### src/rtl/sdpe_pkg.sv
// Shared constants and beat types for the slot delta patch encoder.
package sdpe_pkg;

   localparam int SLOT_WORDS      = 16;
   localparam int SLOT_INDEX_BITS = 24;
   localparam int WORD_BYTES      = 4;
   localparam int POS_BITS        = $clog2(SLOT_WORDS + 1);

   localparam logic [31:0] RECORD_BYTES = 32'(WORD_BYTES + WORD_BYTES * SLOT_WORDS);
   localparam logic [POS_BITS-1:0] POS_FULL = POS_BITS'(SLOT_WORDS);
   localparam logic [POS_BITS-1:0] POS_ONE  = POS_BITS'(1);

   typedef enum logic [1:0] {
      KIND_INDEX = 2'd0,
      KIND_DATA  = 2'd1,
      KIND_END   = 2'd2
   } word_kind_type;

   typedef struct packed {
      logic [31:0] current_word;
      logic [31:0] original_word;
      logic        last_word;
   } req_payload_type;

   typedef struct packed {
      logic [31:0] out_word;
      logic [1:0]  word_kind;
      logic        run_end;
   } rsp_payload_type;

endpackage

### src/rtl/sdpe_req_if.sv
// Input channel: image word pair plus last-word flag.
interface sdpe_req_if;
   import sdpe_pkg::*;

   logic            valid;
   logic            ready;
   req_payload_type payload;

   modport source (output valid, output payload, input ready);
   modport sink   (input valid, input payload, output ready);
endinterface

### src/rtl/sdpe_rsp_if.sv
// Result channel: patch record words and the end beat.
interface sdpe_rsp_if;
   import sdpe_pkg::*;

   logic            valid;
   logic            ready;
   rsp_payload_type payload;

   modport source (output valid, output payload, input ready);
   modport sink   (input valid, input payload, output ready);
endinterface

### src/rtl/sdpe_cell.sv
// One word cell of the slot shift chain.
module sdpe_cell (
   input  logic        clock,
   input  logic        shift,
   input  logic [31:0] word_in,
   output logic [31:0] word_out
);
   logic [31:0] word_ff;
   logic [31:0] word_in_mux;

   assign word_in_mux = shift ? word_in : word_ff;

   always_ff @(posedge clock) begin
      word_ff <= word_in_mux;
   end

   assign word_out = word_ff;
endmodule

### src/rtl/slot_delta_patch_encoder_unit.sv
// Top level of the slot delta patch encoder: cell chain, sequencer, output register.
//
// Usage:
//   req_bus carries one word pair per beat (current word, original word, last flag).
//   rsp_bus carries record beats: the slot index, then all slot data words, and after
//   the final image word one end beat with the saturated patch byte total.
//   Words enter a chain of 16 cells at the tail; each cell hands its word to its
//   neighbor on every shift, and the head cell feeds the output.
//   A word that does not close a slot, or closes an unchanged one, is taken and
//   yields nothing. A slot that closes with a difference is streamed out at one beat
//   per cycle while rsp_bus is ready: a partial slot first shifts zeros in until the
//   chain holds 16 words, then 17 beats follow, plus one end beat after the final word.
//   After the closing word and any padding, the sequencer enters its index state and
//   writes the index beat into the output register once that register is free.
//   Input is taken only while no record is being streamed.
//   Reset (synchronous, active high) clears position, slot index, difference flag and
//   total; cell contents are not cleared and never reach the output unwritten.
//   When rsp_bus stalls, the output register holds its beat and the sequencer waits before writing the next one.
module slot_delta_patch_encoder_unit (
   input logic clock,
   input logic reset,
   sdpe_req_if.sink   req_bus,
   sdpe_rsp_if.source rsp_bus
);
   import sdpe_pkg::*;

   typedef enum logic [4:0] {
      ST_IDLE  = 5'b00001,
      ST_PAD   = 5'b00010,
      ST_INDEX = 5'b00100,
      ST_DATA  = 5'b01000,
      ST_END   = 5'b10000
   } state_type;

   state_type                  state_ff, state_in;
   logic [POS_BITS-1:0]        pos_ff, pos_in;
   logic [SLOT_INDEX_BITS-1:0] slot_ff, slot_in;
   logic                       differs_ff, differs_in;
   logic [31:0]                total_ff, total_in;
   logic                       last_ff, last_in;
   logic                       rsp_valid_ff, rsp_valid_in;
   rsp_payload_type            rsp_data_ff, rsp_data_in;

   logic                       accept;
   logic                       out_free;
   logic                       shift;
   logic [31:0]                tail_word;
   logic [POS_BITS-1:0]        pos_next;
   logic                       differs_next;
   logic [32:0]                total_sum;
   logic [31:0]                cell_word [SLOT_WORDS+1];

   assign req_bus.ready = (state_ff == ST_IDLE);
   assign accept        = req_bus.valid && req_bus.ready;
   assign out_free      = !rsp_valid_ff || rsp_bus.ready;

   assign pos_next     = pos_ff + POS_ONE;
   assign differs_next = differs_ff ||
                         (req_bus.payload.current_word != req_bus.payload.original_word);
   assign total_sum    = {1'b0, total_ff} + {1'b0, RECORD_BYTES};

   // tail gets the image word on accept, zeros while padding or draining
   assign tail_word = accept ? req_bus.payload.current_word : 32'd0;
   assign cell_word[SLOT_WORDS] = tail_word;

   for (genvar i = 0; i < SLOT_WORDS; i++) begin : g_cell
      sdpe_cell u_cell (
         .clock    (clock),
         .shift    (shift),
         .word_in  (cell_word[i+1]),
         .word_out (cell_word[i])
      );
   end

   always_comb begin
      state_in     = state_ff;
      pos_in       = pos_ff;
      slot_in      = slot_ff;
      differs_in   = differs_ff;
      total_in     = total_ff;
      last_in      = last_ff;
      rsp_valid_in = rsp_bus.ready ? 1'b0 : rsp_valid_ff;
      rsp_data_in  = rsp_data_ff;
      shift        = 1'b0;

      unique case (state_ff)
         ST_IDLE: begin
            if (accept) begin
               shift = 1'b1;
               if (pos_next == POS_FULL || req_bus.payload.last_word) begin
                  if (differs_next) begin
                     last_in  = req_bus.payload.last_word;
                     pos_in   = pos_next;
                     state_in = (pos_next == POS_FULL) ? ST_INDEX : ST_PAD;
                  end else begin
                     slot_in    = slot_ff + SLOT_INDEX_BITS'(1);
                     pos_in     = '0;
                     differs_in = 1'b0;
                     state_in   = req_bus.payload.last_word ? ST_END : ST_IDLE;
                  end
               end else begin
                  pos_in     = pos_next;
                  differs_in = differs_next;
               end
            end
         end
         ST_PAD: begin
            shift  = 1'b1;
            pos_in = pos_next;
            if (pos_next == POS_FULL) begin
               state_in = ST_INDEX;
            end
         end
         ST_INDEX: begin
            if (out_free) begin
               rsp_valid_in          = 1'b1;
               rsp_data_in.out_word  = 32'(slot_ff);
               rsp_data_in.word_kind = KIND_INDEX;
               rsp_data_in.run_end   = 1'b0;
               total_in = total_sum[32] ? 32'hFFFF_FFFF : total_sum[31:0];
               slot_in  = slot_ff + SLOT_INDEX_BITS'(1);
               state_in = ST_DATA;
            end
         end
         ST_DATA: begin
            if (out_free) begin
               shift                 = 1'b1;
               rsp_valid_in          = 1'b1;
               rsp_data_in.out_word  = cell_word[0];
               rsp_data_in.word_kind = KIND_DATA;
               rsp_data_in.run_end   = (pos_ff == POS_ONE) && !last_ff;
               pos_in = pos_ff - POS_ONE;
               if (pos_ff == POS_ONE) begin
                  differs_in = 1'b0;
                  state_in   = last_ff ? ST_END : ST_IDLE;
               end
            end
         end
         ST_END: begin
            if (out_free) begin
               rsp_valid_in          = 1'b1;
               rsp_data_in.out_word  = total_ff;
               rsp_data_in.word_kind = KIND_END;
               rsp_data_in.run_end   = 1'b1;
               // image done: back to a fresh image at slot 0
               pos_in     = '0;
               slot_in    = '0;
               differs_in = 1'b0;
               total_in   = '0;
               last_in    = 1'b0;
               state_in   = ST_IDLE;
            end
         end
         default: begin
            state_in = ST_IDLE;
         end
      endcase
   end

   always_ff @(posedge clock) begin
      if (reset) begin
         state_ff     <= ST_IDLE;
         pos_ff       <= '0;
         slot_ff      <= '0;
         differs_ff   <= 1'b0;
         total_ff     <= '0;
         last_ff      <= 1'b0;
         rsp_valid_ff <= 1'b0;
      end else begin
         state_ff     <= state_in;
         pos_ff       <= pos_in;
         slot_ff      <= slot_in;
         differs_ff   <= differs_in;
         total_ff     <= total_in;
         last_ff      <= last_in;
         rsp_valid_ff <= rsp_valid_in;
      end
   end

   always_ff @(posedge clock) begin
      rsp_data_ff <= rsp_data_in;
   end

   assign rsp_bus.valid   = rsp_valid_ff;
   assign rsp_bus.payload = rsp_data_ff;
endmodule

### src/flat_wrapper.sv
// flat-port wrapper written by rule: the top's interface ports become plain ports
module slot_delta_patch_encoder_unit_flat import sdpe_pkg::*;
  (clock, reset, req_bus_valid, req_bus_payload, req_bus_ready, rsp_bus_valid, rsp_bus_payload, rsp_bus_ready);
  sdpe_req_if req_bus_i ();
  sdpe_rsp_if rsp_bus_i ();
  input logic clock;
  input logic reset;
  input wire logic [$bits(req_bus_i.valid)-1:0] req_bus_valid;
  input wire logic [$bits(req_bus_i.payload)-1:0] req_bus_payload;
  output wire logic [$bits(req_bus_i.ready)-1:0] req_bus_ready;
  output wire logic [$bits(rsp_bus_i.valid)-1:0] rsp_bus_valid;
  output wire logic [$bits(rsp_bus_i.payload)-1:0] rsp_bus_payload;
  input wire logic [$bits(rsp_bus_i.ready)-1:0] rsp_bus_ready;
  assign req_bus_i.valid = req_bus_valid;
  assign req_bus_i.payload = req_bus_payload;
  assign req_bus_ready = req_bus_i.ready;
  assign rsp_bus_valid = rsp_bus_i.valid;
  assign rsp_bus_payload = rsp_bus_i.payload;
  assign rsp_bus_i.ready = rsp_bus_ready;
  slot_delta_patch_encoder_unit u_core (.clock(clock), .reset(reset), .req_bus(req_bus_i), .rsp_bus(rsp_bus_i));
endmodule
### config.mk
export PLATFORM = sky130hd
export DESIGN_NAME = slot_delta_patch_encoder_unit_flat
export DESIGN_NICKNAME = d
export VERILOG_FILES = /design/src/rtl/sdpe_pkg.sv /design/src/rtl/sdpe_req_if.sv /design/src/rtl/sdpe_rsp_if.sv /design/src/rtl/sdpe_cell.sv /design/src/rtl/slot_delta_patch_encoder_unit.sv /design/src/flat_wrapper.sv
export SDC_FILE = /design/constraint.sdc
export NUM_CORES = 1
export LEC_CHECK = 0
export BUFFER_PORTS_ARGS = -buffer_cell sky130_fd_sc_hd__buf_2
export CORE_MARGIN = 3
export CORE_UTILIZATION = 50
export DETAILED_ROUTE_END_ITERATION = 7
export PLACE_DENSITY = 0.74
export REMOVE_ABC_BUFFERS = 1
export SLEW_MARGIN = 40
export SYNTH_ARGS = -nofsm -noshare
export SYNTH_HDL_FRONTEND = slang
export SYNTH_HIERARCHICAL = 1
export SYNTH_SLANG_ARGS = --single-unit
### constraint.sdc
create_clock -name clock -period 27.4 [get_ports clock]
set_input_delay 4.11 -clock clock [delete_from_list [all_inputs] [get_ports clock]]
set_output_delay 4.11 -clock clock [all_outputs]
set_load 0.03 [all_outputs]
After elaboration in Yosys (flattened, before gate mapping)
Cells that the tools add are included.

word-level totals
  flip-flop bits (word level) = 616
  bits of input ports = 69
  output and inout bits = 37
  logic and storage cells = 118

operators by class
  add/subtract/negate cells = 4
  equal/unequal tests = 18
  muxes and demuxes = 49
  reduce and logical (&&, ||, !) cells = 21

operator list
  cell                                                   count
  2-to-1 mux 24 bit                                      5
  2-to-1 mux 35 bit                                      3
  one-hot mux 35 bit (3 select lines)                    1
  2-to-1 mux 32 bit                                      3
  2-to-1 mux 5 bit                                       15
  one-hot mux 24 bit (3 select lines)                    1
  one-hot mux 32 bit (2 select lines)                    1
  adder 32 x 7 -> 33 bit, second input constant          1
  inequality test 32 bit                                 1
  one-hot mux 5 bit (5 select lines)                     1
  adder 24 x 1 -> 24 bit, second input constant          1
  one-hot mux 5 bit (4 select lines)                     1
  2-to-1 mux 1 bit                                       14
  AND reduction 6 bit                                    2
  == test 5 x 1 -> 1 bit, second input constant          2
  == test 5 bit, second input constant                   2
  inequality test 2 x 1 -> 1 bit, second input constant  5
  nonzero test 3 bit                                     3
  inequality test 2 bit, second input constant           4
  AND reduction 4 bit                                    2
  AND reduction 7 bit                                    1
  one-hot mux 1 bit (3 select lines)                     2
  adder 5 x 1 -> 5 bit, second input constant            1
  == test 5 x 2 -> 1 bit, second input constant          1
  other kinds (14)                                       19

Logic depth before layout (Yosys ltp)
Gate-level depths: netlist of the first run.

  word-level depth = 7
  gate-level depth with buffers = 10
  depth with buffers taken out = 8

Modules after synthesis
The synthesis of the first run kept the hierarchy.

modules (own cells, without submodules)
  module                         times used  cells an instance  area each (um^2)  sequential area each (um^2)
  sdpe_cell                      16          32                 960.9             960.9
  slot_delta_patch_encoder_unit  1           803                6444.9            2412.3

Worst setup path after synthesis of the first run
OpenSTA, ideal clock, no wires.

  kind = input port to flip-flop
  from = in rsp_bus_ready
  to = reg u_core.g_cell[0].u_cell.word_ff[0] (enable)
  library setup time = 4.931 ns
  arrival time = 15.764 ns
  data required time = 22.469 ns
  path slack = 6.705 ns
  stages on the path = 3
  path buffers = 0
  path through = nand2b_1 > nand2_1 > nand3_1

on the way
  cells in the longest elaborated chain, start to end = 3

ends and longest elaborated chain
  item                                line                                  text
  start, declared                     flat_wrapper.sv:13                    input wire logic [$bits(rsp_bus_i.ready)-1:0] rsp_bus_ready;
  logical OR 1 bit                    slot_delta_patch_encoder_unit.sv:55   assign out_free = !rsp_valid_ff || rsp_bus.ready;
  2-to-1 mux 1 bit                    slot_delta_patch_encoder_unit.sv:126  if (out_free) begin
  one-hot mux 1 bit (3 select lines)  slot_delta_patch_encoder_unit.sv:86   unique case (state_ff)
  net u_core.shift                    slot_delta_patch_encoder_unit.sv:46   logic shift;
  end signal, assigned                sdpe_cell.sv:14                       word_ff <= word_in_mux;
  end, declared                       sdpe_cell.sv:8                        logic [31:0] word_ff;

The timed path passes the listed nets, and every way through them passes these cells.
A chain may end at the register's enable or synchronous reset.

Worst setup path after layout of the first run
  from = in req_bus_valid
  to = reg u_core.g_cell[3].u_cell.word_ff[22] (enable)

on the way
  cells in the longest elaborated chain, start to end = 3

ends and longest elaborated chain
  item                                line                                 text
  start, declared                     flat_wrapper.sv:8                    input wire logic [$bits(req_bus_i.valid)-1:0] req_bus_valid;
  logical AND 1 bit                   slot_delta_patch_encoder_unit.sv:54  assign accept = req_bus.valid && req_bus.ready;
  2-to-1 mux 1 bit                    slot_delta_patch_encoder_unit.sv:88  if (accept) begin
  one-hot mux 1 bit (3 select lines)  slot_delta_patch_encoder_unit.sv:86
  net u_core.shift                    slot_delta_patch_encoder_unit.sv:46
  end signal, assigned                sdpe_cell.sv:14
  end, declared                       sdpe_cell.sv:8

The timed path passes the listed nets, and every way through them passes these cells.

==> results.md, run 1 <==
* Status: finished clean
* Synthesized area at roughly 22000 um2
* First-pass GRT wire length at about 56000 um
* CP Capture Point: u_core/g_cell[3].u_cell/word_out[22]
* Num CTS Buffers at 56
* Flops & latches, synth at roughly 600
* Fillers at between 3000 and 4000
* DRT antenna net count at 0
* Crit path max-delay family: buffers and inverters
* Hold Crit Class: reg -> reg
* Layout Nets at 1512
* Max IR drop VDD at between 0.04 and 0.05 mV
* Synth cell types at 62
* CP most frequent cell: buf_6
* Final setup viols at 0
* Post-Synthesis Cells at roughly 1300
* CP required at 27.61 ns
* Flip-flop and latch area at 17800 um2
* Commonest non-fill, non-tap cells in the layout: edfxtp_1 (547), buf_2 (105), a21oi_1 (89)
* Final Power at around 2 mW
* Reg2reg end: u_core/g_cell[3].u_cell/word_out[22]
* CP Class: in -> reg
* Bufs on Longest Clock Path at 3
* R2R setup slack at 23.02 ns
* CP Launch Point: req_bus_valid
* Number of global-route vias before repair at 10800
* Post-cts hold buffer count at 0
* HPWL after DPL at slightly above 20000 um
* Port Buf Inserts at between 100 and 150
* DR DRC count at 0
* R2R depth at 8
* Crit-path max FO at 91
* Via count at approximately 11000
* Final worst-path cycle share at 0.237
* P&R area growth vs syn at 14.0%
* Slew Limit Fails at 0
* Die W at 215 um
* Mapped Avg Cell Area at ~17 um2
* Worst Path Buf+Inv at 4
* Hold Violations, Final at 0
* Worst path depth at 6
* Later-pin clock latency in the skew report at around 0.59 ns
* First DRT Iteration DRCs at between 1000 and 1500
* Reg-to-Reg Start: u_core/state_ff[3]
* Startpoint type of the worst setup path: input pin
* Core footprint at between 40000 and 50000 um2
* Die Y at roughly 210 um
* Io pins at between 100 and 150
* CTS Sinks at around 620
* Min Tclk post-route at about 6.5 ns
* GR Util All Layers at 0.151
* TNS Setup at 0 ns
* Worst Path Arrival at 6.70 ns
* Share of cells above drive strength 1 at 0.148
* Core Rows at 75
* RSZ-0062 raised after global routing: no
* Routed wire per std cell at 17.2 um
* Largest net degree at the start of global routing at around 110
* CTS root buf: clkbuf_16
* Yosys Warn Count at 6
* Reg clk slew, reported paths at 0.06 ns
* Worst path cell trace: buf_2 > buf_4 > nand2_1 > nand3_4 > buf_6 > buf_6
* Pre-antenna DRT Iters at 7
* Leakage at around 8.4 nW
* CP max stage delay at about 0.70 ns
* GP Congestion at between 0.8 and 0.9
* Relative slew slack at 0.451
* Top FF cell, synth: edfxtp_1
* Seq/Total Area, Yosys at 0.815
* H-tree levels at 2
* Antenna diodes at 0
* Commonest non-fill, non-tap cell in the layout: edfxtp_1
* P per Cell Area at 79.7 nW/um2
* Slew at the pin closest to its max-slew limit at between 0.8 and 0.9 ns
* Effective utilization at floorplan at 0.513
* Initial antenna violation count at 0
* Setup bufs post-CTS at 0
* Congestion Overflow GR at 0
* Ys async rst share at 0
* Worst setup EP type: register
* CP max-delay cell: buf_6
* DR vias/cell at approximately 5.5
* Max-Cap Viols at 0
* Max Clk Rate at between 0.15 and 0.2 GHz
* Post_cts resized at 0
* Post-synth EDFFs at around 550
* Clock Skew at roughly 0.018 ns
* Area of the multi-input gates at 3780 um2
* Die Area at approximately 46000 um2
* CTS tree: done
* Final wirelength at 35500 um
-- per-stage QoR --
stage	area [um2]	hold WS, ns	utilization	cells	setup WS (ns)
after floorplan	21600	0.400	-	1258	6.67
after global placement	23000	0.400	0.540	1952	19.90
after detailed placement	23000	0.405	0.542	1955	20.33
after CTS	24800	0.412	0.584	2060	20.79
after global routing	24900	0.412	0.585	2061	20.70
final	24900	0.407	0.585	2061	20.91
-- registers in the layout, summed over array words and instances, names as in the netlist --
register,count
u_core/g_cell.u_cell/word_out,512
u_core/rsp_bus.payload,35
u_core/total_ff,31
u_core/slot_ff,24
u_core/pos_ff,5
u_core/state_ff,5
u_core/differs_ff,1
u_core/last_ff,1
u_core/rsp_bus.valid,1
-- power by group --
part / internal (mW) / total (mW) / switching (mW)
Combinational: 0.0195 / 0.0784 / 0.0588
Sequential: 1.13 / 1.15 / 0.0244
Clock: 0.422 / 0.749 / 0.328
-- cells in the mapped netlist, drive strengths merged, types with 3 or more instances --
cell type  instances  share of area
o21bai             3         0.0010
o211ai             3         0.0010
xnor2              5         0.0020
o31ai             35          0.012
dfxtp             68          0.062
o211a              4         0.0018
inv               15         0.0026
or3                5         0.0014
buf               11         0.0028
nor2              83          0.014
nand4b             3         0.0012
nand3             32         0.0073
nand4              8         0.0023
o22ai             26         0.0075
a21oi             91          0.021
a31oi             13         0.0044
a311oi             8         0.0032
nand2             58          0.010
xor2              29          0.012
nand2b            26         0.0075
and4               5         0.0020
nor3              25         0.0063
or4               16         0.0055
nor3b              3         0.0010
ha                 6         0.0034
edfxtp           547           0.75
and3              46          0.013
o21ai             33         0.0076
clkbuf            46         0.0079
and2               5         0.0014
a221oi             3         0.0012
nor2b              3        0.00086
a22o               6         0.0024
nand3b             3         0.0010
nor4              10         0.0040
a22oi              4         0.0014
a211oi             6         0.0021
-- worst min-delay path by stage --
stage                                          from                                   end  slack, ns  cells after the start
2_1_floorplan   u_core/g_cell[1].u_cell/word_out[0]   u_core/g_cell[0].u_cell/word_out[0]       0.40                      0
3_3_place_gp    u_core/g_cell[5].u_cell/word_out[2]   u_core/g_cell[4].u_cell/word_out[2]       0.40                      0
3_5_place_dp    u_core/g_cell[1].u_cell/word_out[0]   u_core/g_cell[0].u_cell/word_out[0]       0.40                      0
4_1_cts        u_core/g_cell[9].u_cell/word_out[19]  u_core/g_cell[8].u_cell/word_out[19]       0.41                      0
5_1_grt        u_core/g_cell[9].u_cell/word_out[19]  u_core/g_cell[8].u_cell/word_out[19]       0.41                      0
6_report       u_core/g_cell[4].u_cell/word_out[23]  u_core/g_cell[3].u_cell/word_out[23]       0.41                      0
-- final cells by class --
type,instances,share of cell area
sequential,615,0.715
multi-input combinational,626,0.152
clock buffer,72,0.0608
tap,577,0.0290
timing repair buffer,121,0.0285
clock inverter,33,0.0118
inverter,17,0.00257
-- cells by family (layout without fill, tap and decap cells) --
group,count (synthesis),in the layout,share of synthesized area
xor+xnor,34,34,0.0136
simple gates,334,334,0.0806
fa+ha+maj,6,6,0.00344
compound gates,250,250,0.0726
flops,615,615,0.815
mux,2,2,0.000918
buf+inv,74,243,0.0136
-- per-layer routing --
metal	vias up	wire [um]	track usage	part of all wire
li1	5367	-	-	-
met1	5451	15000	0.201	0.42
met2	424	17400	0.253	0.49
met3	73	2190	0.0278	0.062
met4	0	939	0.0508	0.026
met5	-	0	0	0
Power figures use the tool's default switching activity.
==> inputs of run 2 (changes only) <==
Settings changed: ABC_AREA from default to 1, PLACE_DENSITY 0.74 to 0.77.
Clock period 27.4 ns to 5.48 ns, I/O delays scaled along.
==> run 2 against run 1 <==
Clock power rose to 4.9 times the previous value. Sequential power rose to 5.7 times the previous value. Setup slack worse by 19 ns. Combinational power rose to 9.3 times the previous value. Clock-buffer cell count down 1. Synthesized cell count up 16%. Sequential cell count unchanged. Hold slack better by 0.0061 ns. Non-clock buffer count down 2. Clock skew down 0.0038 ns. Design area up 0.89%. Largest cell class unchanged.
==> results.md, run 2 <==
* CP most frequent cell: nor2_1
* Placed Area at 23300 um2 (+1.2%)
* RSZ-0062 raised after global routing: no
* Slew Limit Fails at 0 (unchanged)
* Core Rows at 76 (+1.3%)
* Io pins at 106 (unchanged)
* P&R area growth vs syn at 13.6%
* CP Class: reg -> reg
* Hold Crit Class: reg -> reg
* Post-Synthesis Cells at 1526 (+16%)
* Area of the multi-input gates at 3630 um2 (-3.8%)
* GP Congestion at 0.878 (+6.3%)
* Clock Skew at 0.0144 ns (-0.00384 ns)
* Max Clk Rate at slightly above 0.3 GHz
* Final Util at 0.579 (-0.00639)
* Hold Violations, Final at 0 (unchanged)
* DR vias/cell at 5.02 (-8.6%)
* Via count at 11500 (+1.8%)
* Post_cts resized at 0 (unchanged)
* Post-synth EDFFs at 547 (unchanged)
* CTS root buf: clkbuf_16
* CP required at 6.01 ns (-21.60 ns)
* Post-synth top cells: edfxtp_1 (547), nand2_1 (295), inv_1 (127)
* TNS Setup at 0 ns (unchanged)
* Design area at 25100 um2 (+0.89%)
* P per Cell Area at 434 nW/um2 (+440%)
* Seq/Total Area, Yosys at 0.805 (-0.00988)
* Bufs on Longest Clock Path at 3 (unchanged)
* Port Buf Inserts at 105 (unchanged)
* Top FF cell, synth: edfxtp_1
* Worst setup EP type: register
* DR DRC count at 0 (unchanged)
* Flip-flop count of the largest register after layout at 512 (unchanged)
* Initial antenna violation count at 2 (+2)
* Status: finished clean
* Core footprint at 43400 um2 (+2.0%)
* R2R depth at 10 (+2)
* Slew at the pin closest to its max-slew limit at 0.769 ns (-0.0537 ns)
* CTS Sinks at 615 (unchanged)
* CTS tree: done
* Final wirelength at 35100 um (-0.93%)
* Synthesized area at 22100 um2 (+1.2%)
* HPWL after DPL at 22200 um (+6.9%)
* Pre-antenna DRT Iters at 5 (-2)
* Startpoint type of the worst setup path: register
* First DRT Iteration DRCs at 929 (-12%)
* Num CTS Buffers at 56 (unchanged)
* Share of cells above drive strength 1 at 0.135 (-0.0132)
* Number of global-route vias before repair at 11000 (+1.7%)
* Later-pin clock latency in the skew report at 0.60 ns (about the same)
* Mapped Avg Cell Area at 14.5 um2 (-13%)
* H-tree levels at 2 (unchanged)
* Leakage at 8.94 nW (+6.2%)
* Reg2reg end: u_core/slot_ff[18]
* Commonest non-fill, non-tap cell in the layout: edfxtp_1
* R2R setup slack at 2.23 ns (-20.79 ns)
* Synth cell types at 45 (-27%)
* Post-cts hold buffer count at 0 (unchanged)
* Worst Path Arrival at 3.77 ns (-2.93 ns)
* Reg clk slew, reported paths at 0.07 ns (about the same)
* Flip-flop and latch area at 17800 um2 (about the same)
* Fillers at 3414 (+9.8%)
* Max-Cap Viols at 0 (unchanged)
* Max IR drop VDD at 0.247 mV (+420%)
* CP Capture Point: u_core/slot_ff[18]
* First-pass GRT wire length at 55500 um (-1.4%)
* Leading cell types by total area after synthesis: edfxtp_1 (74%), dfxtp_1 (6.2%), nand2_1 (5.0%)
* Commonest non-fill, non-tap cells in the layout: edfxtp_1 (547), nand2_1 (295), inv_1 (126)
* Relative slew slack at 0.485 (+0.0345)
* CP max-delay cell: a21oi_4
* Reg-to-Reg Start: u_core/state_ff[2]
* Setup bufs post-CTS at 0 (unchanged)
* Final setup viols at 0 (unchanged)
* CP max stage delay at 0.61 ns (-0.09 ns)
* Die W at 216 um (+0.60%)
* Die Area at 46700 um2 (+1.2%)
* Routed wire per std cell at 15.3 um (-11%)
* Min Hold Slack at 0.413 ns (+0.00607 ns)
* Effective utilization at floorplan at 0.509 (-0.00391)
* Largest net degree at the start of global routing at 134 (+25%)
* Yosys Warn Count at 6 (unchanged)
* Ys async rst share at 0 (unchanged)
* Die Y at 216 um (+0.60%)
* Crit-path max FO at 25 (-73%)
* Flops & latches, synth at 615 (unchanged)
* Congestion Overflow GR at 0 (unchanged)
* Yosys top cell by area: edfxtp_1
* Worst path cell trace: nor2_1 > nand2_1 > nor2_1 > nor2_1 > nor2_2 > o21ai_1 > a21oi_4 > nand2_2 > or2_0 > a21oi_1
* Most frequent cell after synthesis: edfxtp_1
* Layout Nets at 1739 (+15%)
* DRT antenna net count at 0 (unchanged)
* Post-synth top area share at 0.744 (-0.00913)
* CP Launch Point: u_core/state_ff[2]
* GR Util All Layers at 0.149 (-0.00227)
* Min Tclk post-route at 3.25 ns
* Final worst-path cycle share at 0.593
-- run 2: changes by cell type in the layout (fill, tap and decap cells not counted), sizes merged, moves of 16 or more --
cell    change
nand2     +243
inv       +119
nor2       +49
and3       -44
o31ai      -33
nand2b     -26
o22ai      -25
a21oi      -17
nand3      +17
o211ai     +17
or4        -16
-- run 2: worst min path at each step --
stage                                     startpoint                               endpoint  slack (ns)  cells past startpoint
2_1_floorplan    u_core/g_cell[1].u_cell/word_out[0]    u_core/g_cell[0].u_cell/word_out[0]        0.40                      0
3_3_place_gp   u_core/g_cell[12].u_cell/word_out[25]  u_core/g_cell[11].u_cell/word_out[25]        0.40                      0
3_5_place_dp    u_core/g_cell[1].u_cell/word_out[15]   u_core/g_cell[0].u_cell/word_out[15]        0.40                      0
4_1_cts         u_core/g_cell[1].u_cell/word_out[19]   u_core/g_cell[0].u_cell/word_out[19]        0.41                      0
5_1_grt         u_core/g_cell[8].u_cell/word_out[17]   u_core/g_cell[7].u_cell/word_out[17]        0.42                      0
6_report        u_core/g_cell[3].u_cell/word_out[27]   u_core/g_cell[2].u_cell/word_out[27]        0.41                      0
-- run 2: per-stage QoR --
step	setup slack [ns]	total power, mW	cells
final	2.23	10.9	2296
after global routing	1.93	11.4	2295
after CTS	2.18	11.0	2294
after detailed placement	1.82	7.36	2190
after global placement	1.92	7.27	2190
after floorplan	-12.47	7.07	1487
-- run 2: area by class of cell --
type | instances | share of cell area
repair buffers | 119 | 0.0269
clock buffers | 71 | 0.0590
well taps | 585 | 0.0292
inverters | 135 | 0.0203
flip-flops and latches | 615 | 0.709
multi-input cells | 737 | 0.145
diodes | 1 | 0.0000998
clock inverters | 33 | 0.0107
-- run 2: cell families after synthesis --
group / after synthesis / synth area share
flops: 615 / 0.805
xor+xnor: 42 / 0.0167
buf+inv: 174 / 0.0312
fa+ha+maj: 6 / 0.00340
compound gates: 151 / 0.0394
simple gates: 538 / 0.104
-- run 2: critical path, delay by kind of cell, from the launching register on --
kind | cells | cell delay (ns)
and+or+nand+nor | 7 | 2.00
AOI/OAI and AO/OA | 3 | 0.85
DFF | 1 | 0.34
-- run 2: where the power goes --
| part | leakage (nW) | switching (mW) | internal [mW] |
|---|---|---|---|
| Clock | 0.843 | 1.58 | 2.05 |
| Sequential | 5.80 | 0.222 | 6.31 |
| Combinational | 2.30 | 0.580 | 0.148 |
| Total | 8.94 | 2.39 | 8.51 |
-- run 2: per-layer routing --
layer | part of all wire | track usage | vias up
met5 | 0.00037 | 0 | -
met4 | 0.022 | 0.0484 | 2
met3 | 0.064 | 0.0304 | 57
met2 | 0.47 | 0.241 | 338
met1 | 0.45 | 0.204 | 5499
li1 | - | - | 5628
